<file path="config.mk">
export PLATFORM = sky130hd
export DESIGN_NAME = pixel_blend_unit_flat
export DESIGN_NICKNAME = d
export VERILOG_FILES = /design/src/hw/rtl/pbu_pkg.sv /design/src/hw/rtl/pbu_if.sv /design/src/hw/rtl/pbu_cfg.sv /design/src/hw/rtl/pbu_lane.sv /design/src/hw/rtl/pbu_merge.sv /design/src/hw/rtl/pixel_blend_unit.sv /design/src/flat_wrapper.sv
export SDC_FILE = /design/constraint.sdc
export NUM_CORES = 1
export LEC_CHECK = 0
export ABC_AREA = 0
export BUFFER_PORTS_ARGS = -buffer_cell sky130_fd_sc_hd__buf_2
export CAP_MARGIN = 20
export CORE_MARGIN = 1.5
export CORE_UTILIZATION = 45
export DETAILED_ROUTE_END_ITERATION = 12
export HOLD_SLACK_MARGIN = 0.03
export PLACE_DENSITY = 0.71
export REMOVE_ABC_BUFFERS = 1
export SLEW_MARGIN = 20
export SYNTH_ARGS = -nofsm -noshare
export SYNTH_HDL_FRONTEND = slang
export SYNTH_SLANG_ARGS = --single-unit
</file>
<file path="constraint.sdc">
create_clock -name clk_i -period 8 [get_ports clk_i]
set_input_delay 0.4 -clock clk_i [delete_from_list [all_inputs] [get_ports clk_i]]
set_output_delay 0.4 -clock clk_i [all_outputs]
set_load 0.03 [all_outputs]
</file>
<file path="src/hw/rtl/pbu_pkg.sv">
// Shared types, register map and arithmetic constants of the pixel blend unit.
package pbu_pkg;

  localparam int unsigned AddrW = 5;
  localparam int unsigned DataW = 32;

  // Register word indexes, taken from paddr[4:2].
  localparam logic [2:0] REG_BLEND_MODE   = 3'd0;
  localparam logic [2:0] REG_CHANNEL_PICK = 3'd1;
  localparam logic [2:0] REG_PARAM_BLUE   = 3'd2;
  localparam logic [2:0] REG_PARAM_GREEN  = 3'd3;
  localparam logic [2:0] REG_PARAM_RED    = 3'd4;

  localparam logic [1:0] PICK_BLUE  = 2'd0;
  localparam logic [1:0] PICK_GREEN = 2'd1;

  // floor(y / 255) == (y * Div255Recip) >> Div255Shift for every y below 2^18.
  localparam int unsigned Div255Recip = 263173;
  localparam int unsigned Div255Shift = 26;
  localparam int unsigned DivRound    = 127;

  typedef enum logic [2:0] {
    MODE_MULTIPLY = 3'd0,
    MODE_SCREEN   = 3'd1,
    MODE_SUBTRACT = 3'd2,
    MODE_OVERLAY  = 3'd3,
    MODE_ADD      = 3'd4,
    MODE_SCALE    = 3'd5,
    MODE_COPY     = 3'd6
  } mode_e;

  // How the second lane stage finishes a channel.
  typedef enum logic [1:0] {
    KIND_DIRECT = 2'd0,
    KIND_DIV    = 2'd1,
    KIND_CLAMP  = 2'd2
  } kind_e;

  typedef struct packed {
    mode_e             mode;
    logic [1:0]        pick;
    logic signed [8:0] param_blue;
    logic signed [8:0] param_green;
    logic signed [8:0] param_red;
  } cfg_t;

endpackage

</file>
<file path="src/hw/rtl/pbu_if.sv">
// Valid/ready channel interfaces for the pixel pair input and the blended pixel output.
interface pbu_pix_in_if;
  logic       valid;
  logic       ready;
  logic [7:0] a_blue;
  logic [7:0] a_green;
  logic [7:0] a_red;
  logic [7:0] b_blue;
  logic [7:0] b_green;
  logic [7:0] b_red;

  modport source (
    output valid, a_blue, a_green, a_red, b_blue, b_green, b_red,
    input  ready
  );
  modport sink (
    input  valid, a_blue, a_green, a_red, b_blue, b_green, b_red,
    output ready
  );
endinterface

interface pbu_pix_out_if;
  logic       valid;
  logic       ready;
  logic [7:0] out_blue;
  logic [7:0] out_green;
  logic [7:0] out_red;

  modport source (
    output valid, out_blue, out_green, out_red,
    input  ready
  );
  modport sink (
    input  valid, out_blue, out_green, out_red,
    output ready
  );
endinterface

</file>
<file path="src/hw/rtl/pbu_cfg.sv">
// APB register file holding the blend mode, channel pick and per-channel parameters.
module pbu_cfg import pbu_pkg::*; (
  input  logic             clk_i,
  input  logic             rst_ni,
  input  logic             psel,
  input  logic             penable,
  input  logic             pwrite,
  input  logic [AddrW-1:0] paddr,
  input  logic [DataW-1:0] pwdata,
  output logic [DataW-1:0] prdata,
  output logic             pready,
  output cfg_t             cfg_o
);

  cfg_t       cfg_q, cfg_d;
  logic [2:0] reg_idx;
  logic       wr_en;

  assign reg_idx = paddr[AddrW-1:2];
  assign wr_en   = psel && penable && pwrite;
  assign pready  = 1'b1;
  assign cfg_o   = cfg_q;

  always_comb begin
    cfg_d = cfg_q;
    if (wr_en) begin
      case (reg_idx)
        REG_BLEND_MODE:   cfg_d.mode        = mode_e'(pwdata[2:0]);
        REG_CHANNEL_PICK: cfg_d.pick        = pwdata[1:0];
        REG_PARAM_BLUE:   cfg_d.param_blue  = $signed(pwdata[8:0]);
        REG_PARAM_GREEN:  cfg_d.param_green = $signed(pwdata[8:0]);
        REG_PARAM_RED:    cfg_d.param_red   = $signed(pwdata[8:0]);
        default: ;
      endcase
    end
  end

  always_ff @(posedge clk_i or negedge rst_ni) begin
    if (!rst_ni) begin
      cfg_q <= '{mode: MODE_MULTIPLY, pick: PICK_BLUE,
                 param_blue: '0, param_green: '0, param_red: '0};
    end else begin
      cfg_q <= cfg_d;
    end
  end

  always_comb begin
    case (reg_idx)
      REG_BLEND_MODE:   prdata = {29'd0, cfg_q.mode};
      REG_CHANNEL_PICK: prdata = {30'd0, cfg_q.pick};
      REG_PARAM_BLUE:   prdata = {{23{cfg_q.param_blue[8]}}, cfg_q.param_blue};
      REG_PARAM_GREEN:  prdata = {{23{cfg_q.param_green[8]}}, cfg_q.param_green};
      REG_PARAM_RED:    prdata = {{23{cfg_q.param_red[8]}}, cfg_q.param_red};
      default:          prdata = '0;
    endcase
  end

endmodule

</file>
<file path="src/hw/rtl/pbu_lane.sv">
// One color channel: operand setup and multiply, then divide-by-255 rounding, clamping or a direct result.
module pbu_lane import pbu_pkg::*; (
  input  logic              clk_i,
  input  logic              en_i,
  input  mode_e             mode_i,
  input  logic [7:0]        a_i,
  input  logic [7:0]        b_i,
  input  logic signed [8:0] param_i,
  output logic [7:0]        res_o
);

  logic [7:0]         mul_x;
  logic signed [10:0] mul_y;
  logic signed [19:0] mul_full;
  logic signed [10:0] add_sum;
  kind_e              kind_d, kind_q;
  logic               inv_d, inv_q;
  logic [7:0]         direct_d, direct_q;
  logic signed [18:0] prod_q;

  logic [17:0] div_in;
  logic [36:0] recip;
  logic [7:0]  quot;

  assign add_sum  = $signed({3'd0, a_i}) + {{2{param_i[8]}}, param_i};
  assign mul_full = $signed({1'b0, mul_x}) * mul_y;

  always_comb begin
    mul_x    = a_i;
    mul_y    = '0;
    kind_d   = KIND_DIRECT;
    inv_d    = 1'b0;
    direct_d = '0;
    case (mode_i)
      MODE_MULTIPLY: begin
        mul_y  = $signed({3'd0, b_i});
        kind_d = KIND_DIV;
      end
      MODE_SCREEN: begin
        mul_x  = ~a_i;
        mul_y  = $signed({3'd0, ~b_i});
        kind_d = KIND_DIV;
        inv_d  = 1'b1;
      end
      MODE_SUBTRACT: begin
        direct_d = (b_i >= a_i) ? (b_i - a_i) : 8'd0;
      end
      MODE_OVERLAY: begin
        kind_d = KIND_DIV;
        if (!b_i[7]) begin
          mul_y = $signed({2'd0, b_i, 1'b0});
        end else begin
          mul_x = ~a_i;
          mul_y = $signed({2'd0, ~b_i, 1'b0});
          inv_d = 1'b1;
        end
      end
      MODE_ADD: begin
        if (add_sum[10]) begin
          direct_d = 8'd0;
        end else if (|add_sum[9:8]) begin
          direct_d = 8'hFF;
        end else begin
          direct_d = add_sum[7:0];
        end
      end
      MODE_SCALE: begin
        mul_y  = {{2{param_i[8]}}, param_i};
        kind_d = KIND_CLAMP;
      end
      MODE_COPY: begin
        direct_d = a_i;
      end
      default: begin
        direct_d = '0;
      end
    endcase
  end

  always_ff @(posedge clk_i) begin
    if (en_i) begin
      prod_q   <= mul_full[18:0];
      kind_q   <= kind_d;
      inv_q    <= inv_d;
      direct_q <= direct_d;
    end
  end

  // Rounded divide by 255: add half the divisor, then multiply by the reciprocal.
  assign div_in = prod_q[17:0] + 18'(DivRound);
  assign recip  = 37'(div_in) * 37'(Div255Recip);
  assign quot   = recip[Div255Shift +: 8];

  always_comb begin
    case (kind_q)
      KIND_DIV:   res_o = inv_q ? ~quot : quot;
      KIND_CLAMP: begin
        if (prod_q[18]) begin
          res_o = 8'd0;
        end else if (|prod_q[17:8]) begin
          res_o = 8'hFF;
        end else begin
          res_o = prod_q[7:0];
        end
      end
      default:    res_o = direct_q;
    endcase
  end

endmodule

</file>
<file path="src/hw/rtl/pbu_merge.sv">
// Combines the three lane results, applies channel copy and holds the output register.
module pbu_merge import pbu_pkg::*; (
  input  logic          clk_i,
  input  logic          rst_ni,
  input  cfg_t          cfg_i,
  input  logic          s1_valid_i,
  input  logic [7:0]    blue_i,
  input  logic [7:0]    green_i,
  input  logic [7:0]    red_i,
  output logic          adv_o,
  pbu_pix_out_if.source pix_o
);

  logic       out_v_q, out_v_d;
  logic [7:0] blue_d, green_d, red_d;
  logic [7:0] blue_q, green_q, red_q;
  logic [7:0] pick_val;
  logic       load;

  // The output register frees up when empty or when its beat is taken.
  assign adv_o = !out_v_q || pix_o.ready;
  assign load  = adv_o && s1_valid_i;

  always_comb begin
    case (cfg_i.pick)
      PICK_BLUE:  pick_val = blue_i;
      PICK_GREEN: pick_val = green_i;
      default:    pick_val = red_i;
    endcase
  end

  always_comb begin
    if (cfg_i.mode == MODE_COPY) begin
      blue_d  = pick_val;
      green_d = pick_val;
      red_d   = pick_val;
    end else begin
      blue_d  = blue_i;
      green_d = green_i;
      red_d   = red_i;
    end
  end

  assign out_v_d = adv_o ? s1_valid_i : out_v_q;

  always_ff @(posedge clk_i or negedge rst_ni) begin
    if (!rst_ni) begin
      out_v_q <= 1'b0;
    end else begin
      out_v_q <= out_v_d;
    end
  end

  always_ff @(posedge clk_i) begin
    if (load) begin
      blue_q  <= blue_d;
      green_q <= green_d;
      red_q   <= red_d;
    end
  end

  assign pix_o.valid     = out_v_q;
  assign pix_o.out_blue  = blue_q;
  assign pix_o.out_green = green_q;
  assign pix_o.out_red   = red_q;

endmodule

</file>
<file path="src/hw/rtl/pixel_blend_unit.sv">
// Pixel blend unit top level: register file, three channel lanes and the merge stage.
//
// A top pixel A and a bottom pixel B arrive together as one beat on pix_i;
// the blended pixel leaves as one beat on pix_o. Both channels use valid and
// ready, and a beat moves on a clock edge where both are high.
// The blend mode, channel pick and the three per-channel parameters are set
// through the APB port; they must only be changed while no beat is in flight.
// Each beat passes through the lane stage and then the output register: the
// lane stage holds the product of one 11-by-9 multiplier per channel, or its
// direct result, and the output register holds the finished pixel after the
// divide-by-255 reciprocal multiply. pix_o.valid rises once the beat moves
// from the lane stage into the output register.
// Throughput is one pixel per clock; a new beat is accepted every cycle while
// the output register is free or being drained.
// When the receiver stalls, the finished pixel waits in the output register,
// one more pixel may still be accepted into the lane stage, and pix_i.ready
// drops only once both stages are full.
// Reset clears both stage valid flags and sets every configuration register
// to zero, which selects multiply mode.
module pixel_blend_unit import pbu_pkg::*; (
  input  logic             clk_i,
  input  logic             rst_ni,
  pbu_pix_in_if.sink       pix_i,
  pbu_pix_out_if.source    pix_o,
  input  logic             psel,
  input  logic             penable,
  input  logic             pwrite,
  input  logic [AddrW-1:0] paddr,
  input  logic [DataW-1:0] pwdata,
  output logic [DataW-1:0] prdata,
  output logic             pready
);

  cfg_t       cfg;
  logic       s1_v_q, s1_v_d;
  logic       adv;
  logic       accept;
  logic [7:0] res_blue, res_green, res_red;

  pbu_cfg u_cfg (
    .clk_i   (clk_i),
    .rst_ni  (rst_ni),
    .psel    (psel),
    .penable (penable),
    .pwrite  (pwrite),
    .paddr   (paddr),
    .pwdata  (pwdata),
    .prdata  (prdata),
    .pready  (pready),
    .cfg_o   (cfg)
  );

  assign pix_i.ready = !s1_v_q || adv;
  assign accept      = pix_i.valid && pix_i.ready;
  assign s1_v_d      = pix_i.ready ? pix_i.valid : s1_v_q;

  always_ff @(posedge clk_i or negedge rst_ni) begin
    if (!rst_ni) begin
      s1_v_q <= 1'b0;
    end else begin
      s1_v_q <= s1_v_d;
    end
  end

  pbu_lane u_lane_blue (
    .clk_i   (clk_i),
    .en_i    (accept),
    .mode_i  (cfg.mode),
    .a_i     (pix_i.a_blue),
    .b_i     (pix_i.b_blue),
    .param_i (cfg.param_blue),
    .res_o   (res_blue)
  );

  pbu_lane u_lane_green (
    .clk_i   (clk_i),
    .en_i    (accept),
    .mode_i  (cfg.mode),
    .a_i     (pix_i.a_green),
    .b_i     (pix_i.b_green),
    .param_i (cfg.param_green),
    .res_o   (res_green)
  );

  pbu_lane u_lane_red (
    .clk_i   (clk_i),
    .en_i    (accept),
    .mode_i  (cfg.mode),
    .a_i     (pix_i.a_red),
    .b_i     (pix_i.b_red),
    .param_i (cfg.param_red),
    .res_o   (res_red)
  );

  pbu_merge u_merge (
    .clk_i      (clk_i),
    .rst_ni     (rst_ni),
    .cfg_i      (cfg),
    .s1_valid_i (s1_v_q),
    .blue_i     (res_blue),
    .green_i    (res_green),
    .red_i      (res_red),
    .adv_o      (adv),
    .pix_o      (pix_o)
  );

endmodule
</file>
<file path="src/flat_wrapper.sv">
// flat-port wrapper written by rule: the top's interface ports become plain ports
module pixel_blend_unit_flat import pbu_pkg::*;
  (clk_i, rst_ni, psel, penable, pwrite, paddr, pwdata, prdata, pready, pix_i_valid, pix_i_a_blue, pix_i_a_green, pix_i_a_red, pix_i_b_blue, pix_i_b_green, pix_i_b_red, pix_i_ready, pix_o_valid, pix_o_out_blue, pix_o_out_green, pix_o_out_red, pix_o_ready);
  pbu_pix_in_if pix_i_i ();
  pbu_pix_out_if pix_o_i ();
  input  logic clk_i;
  input  logic rst_ni;
  input  logic psel;
  input  logic penable;
  input  logic pwrite;
  input  logic [AddrW-1:0] paddr;
  input  logic [DataW-1:0] pwdata;
  output logic [DataW-1:0] prdata;
  output logic pready;
  input wire logic [$bits(pix_i_i.valid)-1:0] pix_i_valid;
  input wire logic [$bits(pix_i_i.a_blue)-1:0] pix_i_a_blue;
  input wire logic [$bits(pix_i_i.a_green)-1:0] pix_i_a_green;
  input wire logic [$bits(pix_i_i.a_red)-1:0] pix_i_a_red;
  input wire logic [$bits(pix_i_i.b_blue)-1:0] pix_i_b_blue;
  input wire logic [$bits(pix_i_i.b_green)-1:0] pix_i_b_green;
  input wire logic [$bits(pix_i_i.b_red)-1:0] pix_i_b_red;
  output wire logic [$bits(pix_i_i.ready)-1:0] pix_i_ready;
  output wire logic [$bits(pix_o_i.valid)-1:0] pix_o_valid;
  output wire logic [$bits(pix_o_i.out_blue)-1:0] pix_o_out_blue;
  output wire logic [$bits(pix_o_i.out_green)-1:0] pix_o_out_green;
  output wire logic [$bits(pix_o_i.out_red)-1:0] pix_o_out_red;
  input wire logic [$bits(pix_o_i.ready)-1:0] pix_o_ready;
  assign pix_i_i.valid = pix_i_valid;
  assign pix_i_i.a_blue = pix_i_a_blue;
  assign pix_i_i.a_green = pix_i_a_green;
  assign pix_i_i.a_red = pix_i_a_red;
  assign pix_i_i.b_blue = pix_i_b_blue;
  assign pix_i_i.b_green = pix_i_b_green;
  assign pix_i_i.b_red = pix_i_b_red;
  assign pix_i_ready = pix_i_i.ready;
  assign pix_o_valid = pix_o_i.valid;
  assign pix_o_out_blue = pix_o_i.out_blue;
  assign pix_o_out_green = pix_o_i.out_green;
  assign pix_o_out_red = pix_o_i.out_red;
  assign pix_o_i.ready = pix_o_ready;
  pixel_blend_unit u_core (.clk_i(clk_i), .rst_ni(rst_ni), .pix_i(pix_i_i), .pix_o(pix_o_i), .psel(psel), .penable(penable), .pwrite(pwrite), .paddr(paddr), .pwdata(pwdata), .prdata(prdata), .pready(pready));
endmodule
</file>
=== Yosys cells after proc, flatten, opt, wreduce, memory -nomap -nowiden ===
Index checks and enable logic that the tools add are counted.

* Bits in registers: 144
* Bits in latches: 0
* RAM bits: 0
* Bits in read-only memories: 0
* Input port bits: 92
* Output and inout bits: 59
* Logic and storage cells: 131
* Memories kept: 0

* $add $sub $neg: 9
* $mul: 6
* Div/mod/pow operators: 0
* Order comparisons: 3
* Equality and inequality tests: 13
* Shift-type cells: 0
* Muxes and demuxes: 48
* Bitwise gates (word level): 9
* Reduce and logical (&&, ||, !) cells: 23

{| class="wikitable"
|+ Operator list
! operator !! number
|-
| $mux W8 || 24
|-
| $pmux W32 S5 || 1
|-
| $pmux W11 S4 || 3
|-
| $pmux W8 S2 || 7
|-
| $mul A18 B19 Y34 const B || 3
|-
| $not A8 Y8 || 9
|-
| $pmux W8 S3 || 3
|-
| $mul A9 B11 Y19 || 3
|-
| $add A18 B7 Y18 const B || 3
|-
| $add A9 B9 Y10 || 3
|-
| $reduce_or A10 Y1 || 3
|-
| $mux W9 || 3
|-
| $ge A8 B8 Y1 || 3
|-
| $sub A8 B8 Y8 || 3
|-
| $eq A3 B2 Y1 const B || 4
|-
| $eq A3 B3 Y1 const B || 4
|-
| $reduce_and A2 Y1 || 5
|-
| $eq A3 B1 Y1 const B || 2
|-
| $logic_not A3 Y1 || 2
|-
| $pmux W1 S2 || 3
|-
| $reduce_or A2 Y1 || 3
|-
| $eq A2 B1 Y1 const B || 2
|-
| $logic_and A1 B1 Y1 || 4
|-
| $pmux W2 S2 || 1
|-
| other kinds (6) || 10
|}

=== Depth between registers and ports, before layout ===
* Word-level depth: 7
* Gate-level depth with buffers: 27

=== Modules after synthesis ===
A second synthesis with hierarchy kept.

* Cell total of the unflattened synthesis: 2761
* Area total of the unflattened synthesis: 25863.6 sq um

{| class="wikitable"
|+ Modules (own cells, without submodules)
! module !! times used !! cells each !! area each (sq um)
|-
| pbu_lane (u_core.u_lane_green) || 1 || 836 || 7638.6
|-
| pbu_lane (u_core.u_lane_blue) || 1 || 845 || 7576.0
|-
| pbu_lane (u_core.u_lane_red) || 1 || 835 || 7483.4
|-
| pbu_cfg || 1 || 142 || 1793.0
|-
| pbu_merge || 1 || 99 || 1318.8
|-
| pixel_blend_unit || 1 || 4 || 53.8
|}

=== Worst setup path after synthesis ===
No wires, ideal clock.

* Path type: flip-flop to flip-flop
* Start: reg u_core.u_cfg.cfg_q (netlist bit u_core.u_cfg.cfg_o[31])
* End: reg u_core.u_lane_green.prod_q[18] (data pin)
* Library setup time: 0.265 ns
* Arrival: 5.574 ns
* Required time: 7.735 ns
* Setup slack: 2.161 ns
* Stages on the path, launching flop included: 25
* Clock period less this slack: 5.839 ns
* Cell sequence: dfrtp_1 -> clkbuf_1 -> clkbuf_1 -> nor3_1 -> clkbuf_1 -> buf_1 -> a22o_1 -> nand2_1 -> fa_1 -> inv_1 -> fa_1 -> ha_1 -> inv_1 -> fa_1 -> inv_1 -> ha_1 -> nor2b_1 -> o21ai_0 -> a21boi_1 -> o21ai_0 -> a21boi_1 -> o2111ai_1 -> a31oi_1 -> and4_1 -> or3_1

* Word-level cells in the longest chain between the ends: 3
* Elaborated cells on any way between the ends: 7
* Classes of those cells: mul (1); eq/ne (3); mux (2); reduce/logical (1)

{| class="wikitable"
|+ RTL lines
! element !! RTL line !! RTL
|-
| start: declaration || pbu_cfg.sv:15 || <nowiki>cfg_t cfg_q, cfg_d;</nowiki>
|-
| start signal: assignment || pbu_cfg.sv:40 || <nowiki>cfg_q <= '{mode: MODE_MULTIPLY, pick: PICK_BLUE,</nowiki>
|-
| start signal: assignment || pbu_cfg.sv:43 || <nowiki>cfg_q <= cfg_d;</nowiki>
|-
| $eq A3 B3 Y1, or another cell as far along || pbu_lane.sv:34 || <nowiki>case (mode_i)</nowiki>
|-
| $pmux W11 S4 / $pmux W8 S2 (equally long branches) || pbu_lane.sv:34 ||
|-
| $mul A9 B11 Y19 * || pbu_lane.sv:26 || <nowiki>assign mul_full = $signed({1'b0, mul_x}) * mul_y;</nowiki>
|-
| via u_core.u_lane_green.mul_full[18] || pbu_lane.sv:14 || <nowiki>logic signed [19:0] mul_full;</nowiki>
|-
| end signal: assignment || pbu_lane.sv:82 || <nowiki>prod_q <= mul_full[18:0];</nowiki>
|-
| end: declaration || pbu_lane.sv:19 || <nowiki>logic signed [18:0] prod_q;</nowiki>
|}

Mark *: on every way through the listed nets, which the timed path passes. The rest lies on a longest branch.
A chain may end at the register's enable or synchronous reset.

=== Worst setup path after layout ===
* Start: reg u_core.u_lane_green.prod_q[2]
* End: reg u_core.u_merge.green_q[6], in the netlist u_core.u_merge.pix_o.out_green[6] (data pin)

* Word-level cells in the longest chain between the ends: 7

{| class="wikitable"
|+ RTL lines
! element !! RTL line !! RTL
|-
| $add A18 B7 Y18 * || pbu_lane.sv:90 || <nowiki>assign div_in = prod_q[17:0] + 18'(DivRound);</nowiki>
|-
| $mul A18 B19 Y34 * || pbu_lane.sv:91 || <nowiki>assign recip = 37'(div_in) * 37'(Div255Recip);</nowiki>
|-
| $not A8 Y8 || pbu_lane.sv:96 || <nowiki>KIND_DIV: res_o = inv_q ? ~quot : quot;</nowiki>
|-
| $mux W8 * || pbu_lane.sv:96 ||
|-
| $pmux W8 S2 * || pbu_lane.sv:95 || <nowiki>case (kind_q)</nowiki>
|-
| $pmux W8 S2 || pbu_merge.sv:25 || <nowiki>case (cfg_i.pick)</nowiki>
|-
| $mux W8 * || pbu_merge.sv:33 || <nowiki>if (cfg_i.mode == MODE_COPY) begin</nowiki>
|-
| via u_core.u_merge.green_d[6] || pbu_merge.sv:15 || <nowiki>logic [7:0] blue_d, green_d, red_d;</nowiki>
|-
| end signal: assignment || pbu_merge.sv:57 || <nowiki>green_q <= green_d;</nowiki>
|-
| end: declaration || pbu_merge.sv:16 || <nowiki>logic [7:0] blue_q, green_q, red_q;</nowiki>
|}

Marked as above.

==> results.cfg <==
[clocking]
postCtsSetupRepairBufs = 0
clk_latency_ns = 0.46
cts_buffer_depth = 2
clockRootBuffer = clkbuf_16
ctsHoldBuffers = 0
tritoncts = yes
htreeDepth = 4
numCtsBuffers = 17
clkSlewWorstSetupHoldPaths_ns = 0.07
cts.sinks = 144
cts_resized = 0

[timing]
fin_crit_ns = 6.83
rsz0062_at_grt = no
maxSlewViolCount = 0
worst_pin_slew_ns = 1.09
finalWorstSetupSlack_ns = 1.17
hold_viol_final = 0
slew_headroom_pct = 27.6
fmax_mhz = 146
setup_viol = 0
clock_skew_ns = 0.0181
fin_crit_sh_pct = 85.4
tns_ns = 0

[setup_path]
cp_common_cell = ha_1
crit_type = reg2reg
cp.arrival_ns = 7.04
crit_slowest_cell = nor4_1
critPathMaxStageDelay_ns = 0.56
cp-start-kind = register
cp_data_required_time_ns = 8.21
path_delay_family = adder cells
cp_num_buf_inv = 3
critPathMaxFanout = 7
cp_cell_sequence = nor4_1, a31oi_1, and2_1, xnor2_1, inv_1, ha_1, ha_1, inv_1, fa_1, fa_1, inv_1, ha_1, ha_1, and3_1, nand3_1, or3_1, o311ai_4, a31oi_1, xnor2_1, o221ai_1, a21oi_1, nor3_1
worstSetupEndpointType = register

[route]
drt_iter0_drc = 1284
wl_per_cell_um = 16.9
via_count = 20100
routed_wl_mm = 63.1
vias_per_cell = 5.39
ant_nets = 0
drc = 0
drt_first_pass_iters = 8

[run_status]
outcome = finished, final reports clean

[layout]
nNetsFinal = 3730
drive_gt1_share_pct = 7.80
syn2layout_area_growth_pct = 7.33
antenna_cells = 0
stdcell_count = 3730

[placed_design]
dp_hpwl_mm = 53.9
dp_slack_ns = 1.20
io_buffers = 124
place_congestion = 0.886
dp_cells = 3698

[global_route]
grt_max_degree = 87
grtUsageTotal_pct = 21.7
overflow = 0
grt_pass1_wl_mm = 103
antenna_found_initial = 1
grt_pass1_vias = 19900

[yosys]
netlist_top_cells_area = ha_1 (22%), fa_1 (18%), edfxtp_1 (13%), inv_1 (7.3%), xnor2_1 (5.3%)
synth_commonest_cells = inv_1 (499), ha_1 (446), nor2_1 (234), fa_1 (231), nand2_1 (186)
synth.most_common_cell = inv_1
ys_seq_area_share_pct = 16.2
synthCells = 2884
ys_types = 78
synth_ff_type = edfxtp_1
yosysTopAreaCellShare_pct = 21.7
synth_seq_cells = 144
yosys.area.top_type = ha_1
synth_area_sq_um = 25700
ys_async_sr_fraction_pct = 23.6
synth_edf_count = 110
yosys_warnings = 0
syn_area_per_cell_sq_um = 8.91

[floorplan]
start_util_pct = 45.5
core_area_sq_um = 56400
die_h_um = 242
die_area_sq_um = 58500
std_cell_rows = 87
die_w_um = 242
ios = 151

[flow_run]
maxCapViolations = 0

[worst_hold_path]
hold_class = in2async
sequential cells by signal, summed over array words and instances (netlist names):
| name | flops |
|---|---|
| u_core.u_cfg.cfg_o | 32 |
| u_core.u_lane_blue.prod_q | 19 |
| u_core.u_lane_green.prod_q | 19 |
| u_core.u_lane_red.prod_q | 19 |
| u_core.u_lane_blue.direct_q | 8 |
| u_core.u_lane_green.direct_q | 8 |
| u_core.u_lane_red.direct_q | 8 |
| u_core.u_merge.pix_o.out_blue | 8 |
| u_core.u_merge.pix_o.out_green | 8 |
| u_core.u_merge.pix_o.out_red | 8 |
| u_core.u_lane_blue.kind_q | 2 |
| u_core.s1_v_q | 1 |
| u_core.u_lane_blue.inv_q | 1 |
| u_core.u_lane_green.inv_q | 1 |
| u_core.u_lane_red.inv_q | 1 |
| u_core.u_merge.pix_o.valid | 1 |
placed cells by master, fill, tap and decap left out, types with 45 or more instances in the layout:
| cell | n |
|---|---|
| inv_1 | 499 |
| edfxtp_1 | 110 |
| nand2_1 | 186 |
| fa_1 | 231 |
| xnor2_1 | 155 |
| nor2_1 | 234 |
| o21ai_0 | 135 |
| ha_1 | 446 |
| xor2_1 | 45 |
| a21oi_1 | 129 |
| buf_2 | 124 |
layout make-up:
class	instances	area, sq um
multi-input combinational	2158	19300
clock buffer	19	433
inverter	499	1870
timing repair buffer	141	752
clock inverter	13	135
sequential	144	4160
tap	756	946
fill	5413	28800
worst reg2reg max path, stage by stage (launching register included):
cell	delay, ns
edfxtp_1	0.51
nor4_1	0.57
a31oi_1	0.23
and2_1	0.21
xnor2_1	0.41
inv_1	0.21
ha_1	0.25
ha_1	0.27
inv_1	0.05
fa_1	0.41
fa_1	0.49
inv_1	0.04
ha_1	0.28
ha_1	0.31
and3_1	0.16
nand3_1	0.11
or3_1	0.45
o311ai_4	0.33
a31oi_1	0.21
xnor2_1	0.19
o221ai_1	0.44
a21oi_1	0.09
nor3_1	0.38
logic make-up (layout without fill, tap and decap cells):
kind of cell / after synthesis / count (layout) / share of synthesized area [%]
multiplexers: 46 / 46 / 1.95
AO/OA/AOI/OAI: 544 / 544 / 13.9
flip-flops: 144 / 144 / 16.2
AND/OR/NAND/NOR: 689 / 689 / 12.5
adder cells (fa/ha/maj): 677 / 677 / 39.7
other: 1 / 1 / 0.0146
XOR/XNOR: 201 / 201 / 6.88
buffers and inverters: 582 / 672 / 8.89
metrics by stage:
| step | instance area (sq um) | utilization [%] | hold slack (ns) |
|---|---|---|---|
| floorplan | 25300 | - | 0.104 |
| finish | 27600 | 48.9 | 0.0901 |
| global route | 27600 | 48.9 | 0.138 |
| detailed placement | 27000 | 47.8 | 0.477 |
| global placement | 27000 | 47.8 | 0.472 |
| CTS | 27500 | 48.9 | 0.0909 |
routing by layer:
| metal | GRT usage [%] | vias up | routed length, um |
|---|---|---|---|
| met2 | 36.0 | 486 | 28900 |
| met1 | 30.1 | 9656 | 29600 |
| met4 | 6.43 | 0 | 1410 |
| li1 | - | 9897 | - |
| met5 | 0 | - | 0 |
| met3 | 2.22 | 81 | 3260 |
path summary, 6_finish.rpt:
path                                          startpoint                                 to  slack, ns  cells after the start
setup / recovery           u_core.u_lane_green.prod_q[2]  u_core.u_merge.pix_o.out_green[6]       1.17                     22
hold reg to reg                            u_core.s1_v_q         u_core.u_merge.pix_o.valid       0.49                      1
hold / removal                                    rst_ni         u_core.u_merge.pix_o.valid       0.09                      1
setup reg to reg           u_core.u_lane_green.prod_q[2]  u_core.u_merge.pix_o.out_green[6]       1.17                     22
max in group asynchronous                         rst_ni             u_core.u_cfg.cfg_o[31]       7.28                      1
min in group clk_i                           pix_i_valid                      u_core.s1_v_q       0.15                      2
Power is left out: the tool's default activity adds up to more than one toggle a clock period on the data nets, which glitch-free logic cannot reach.
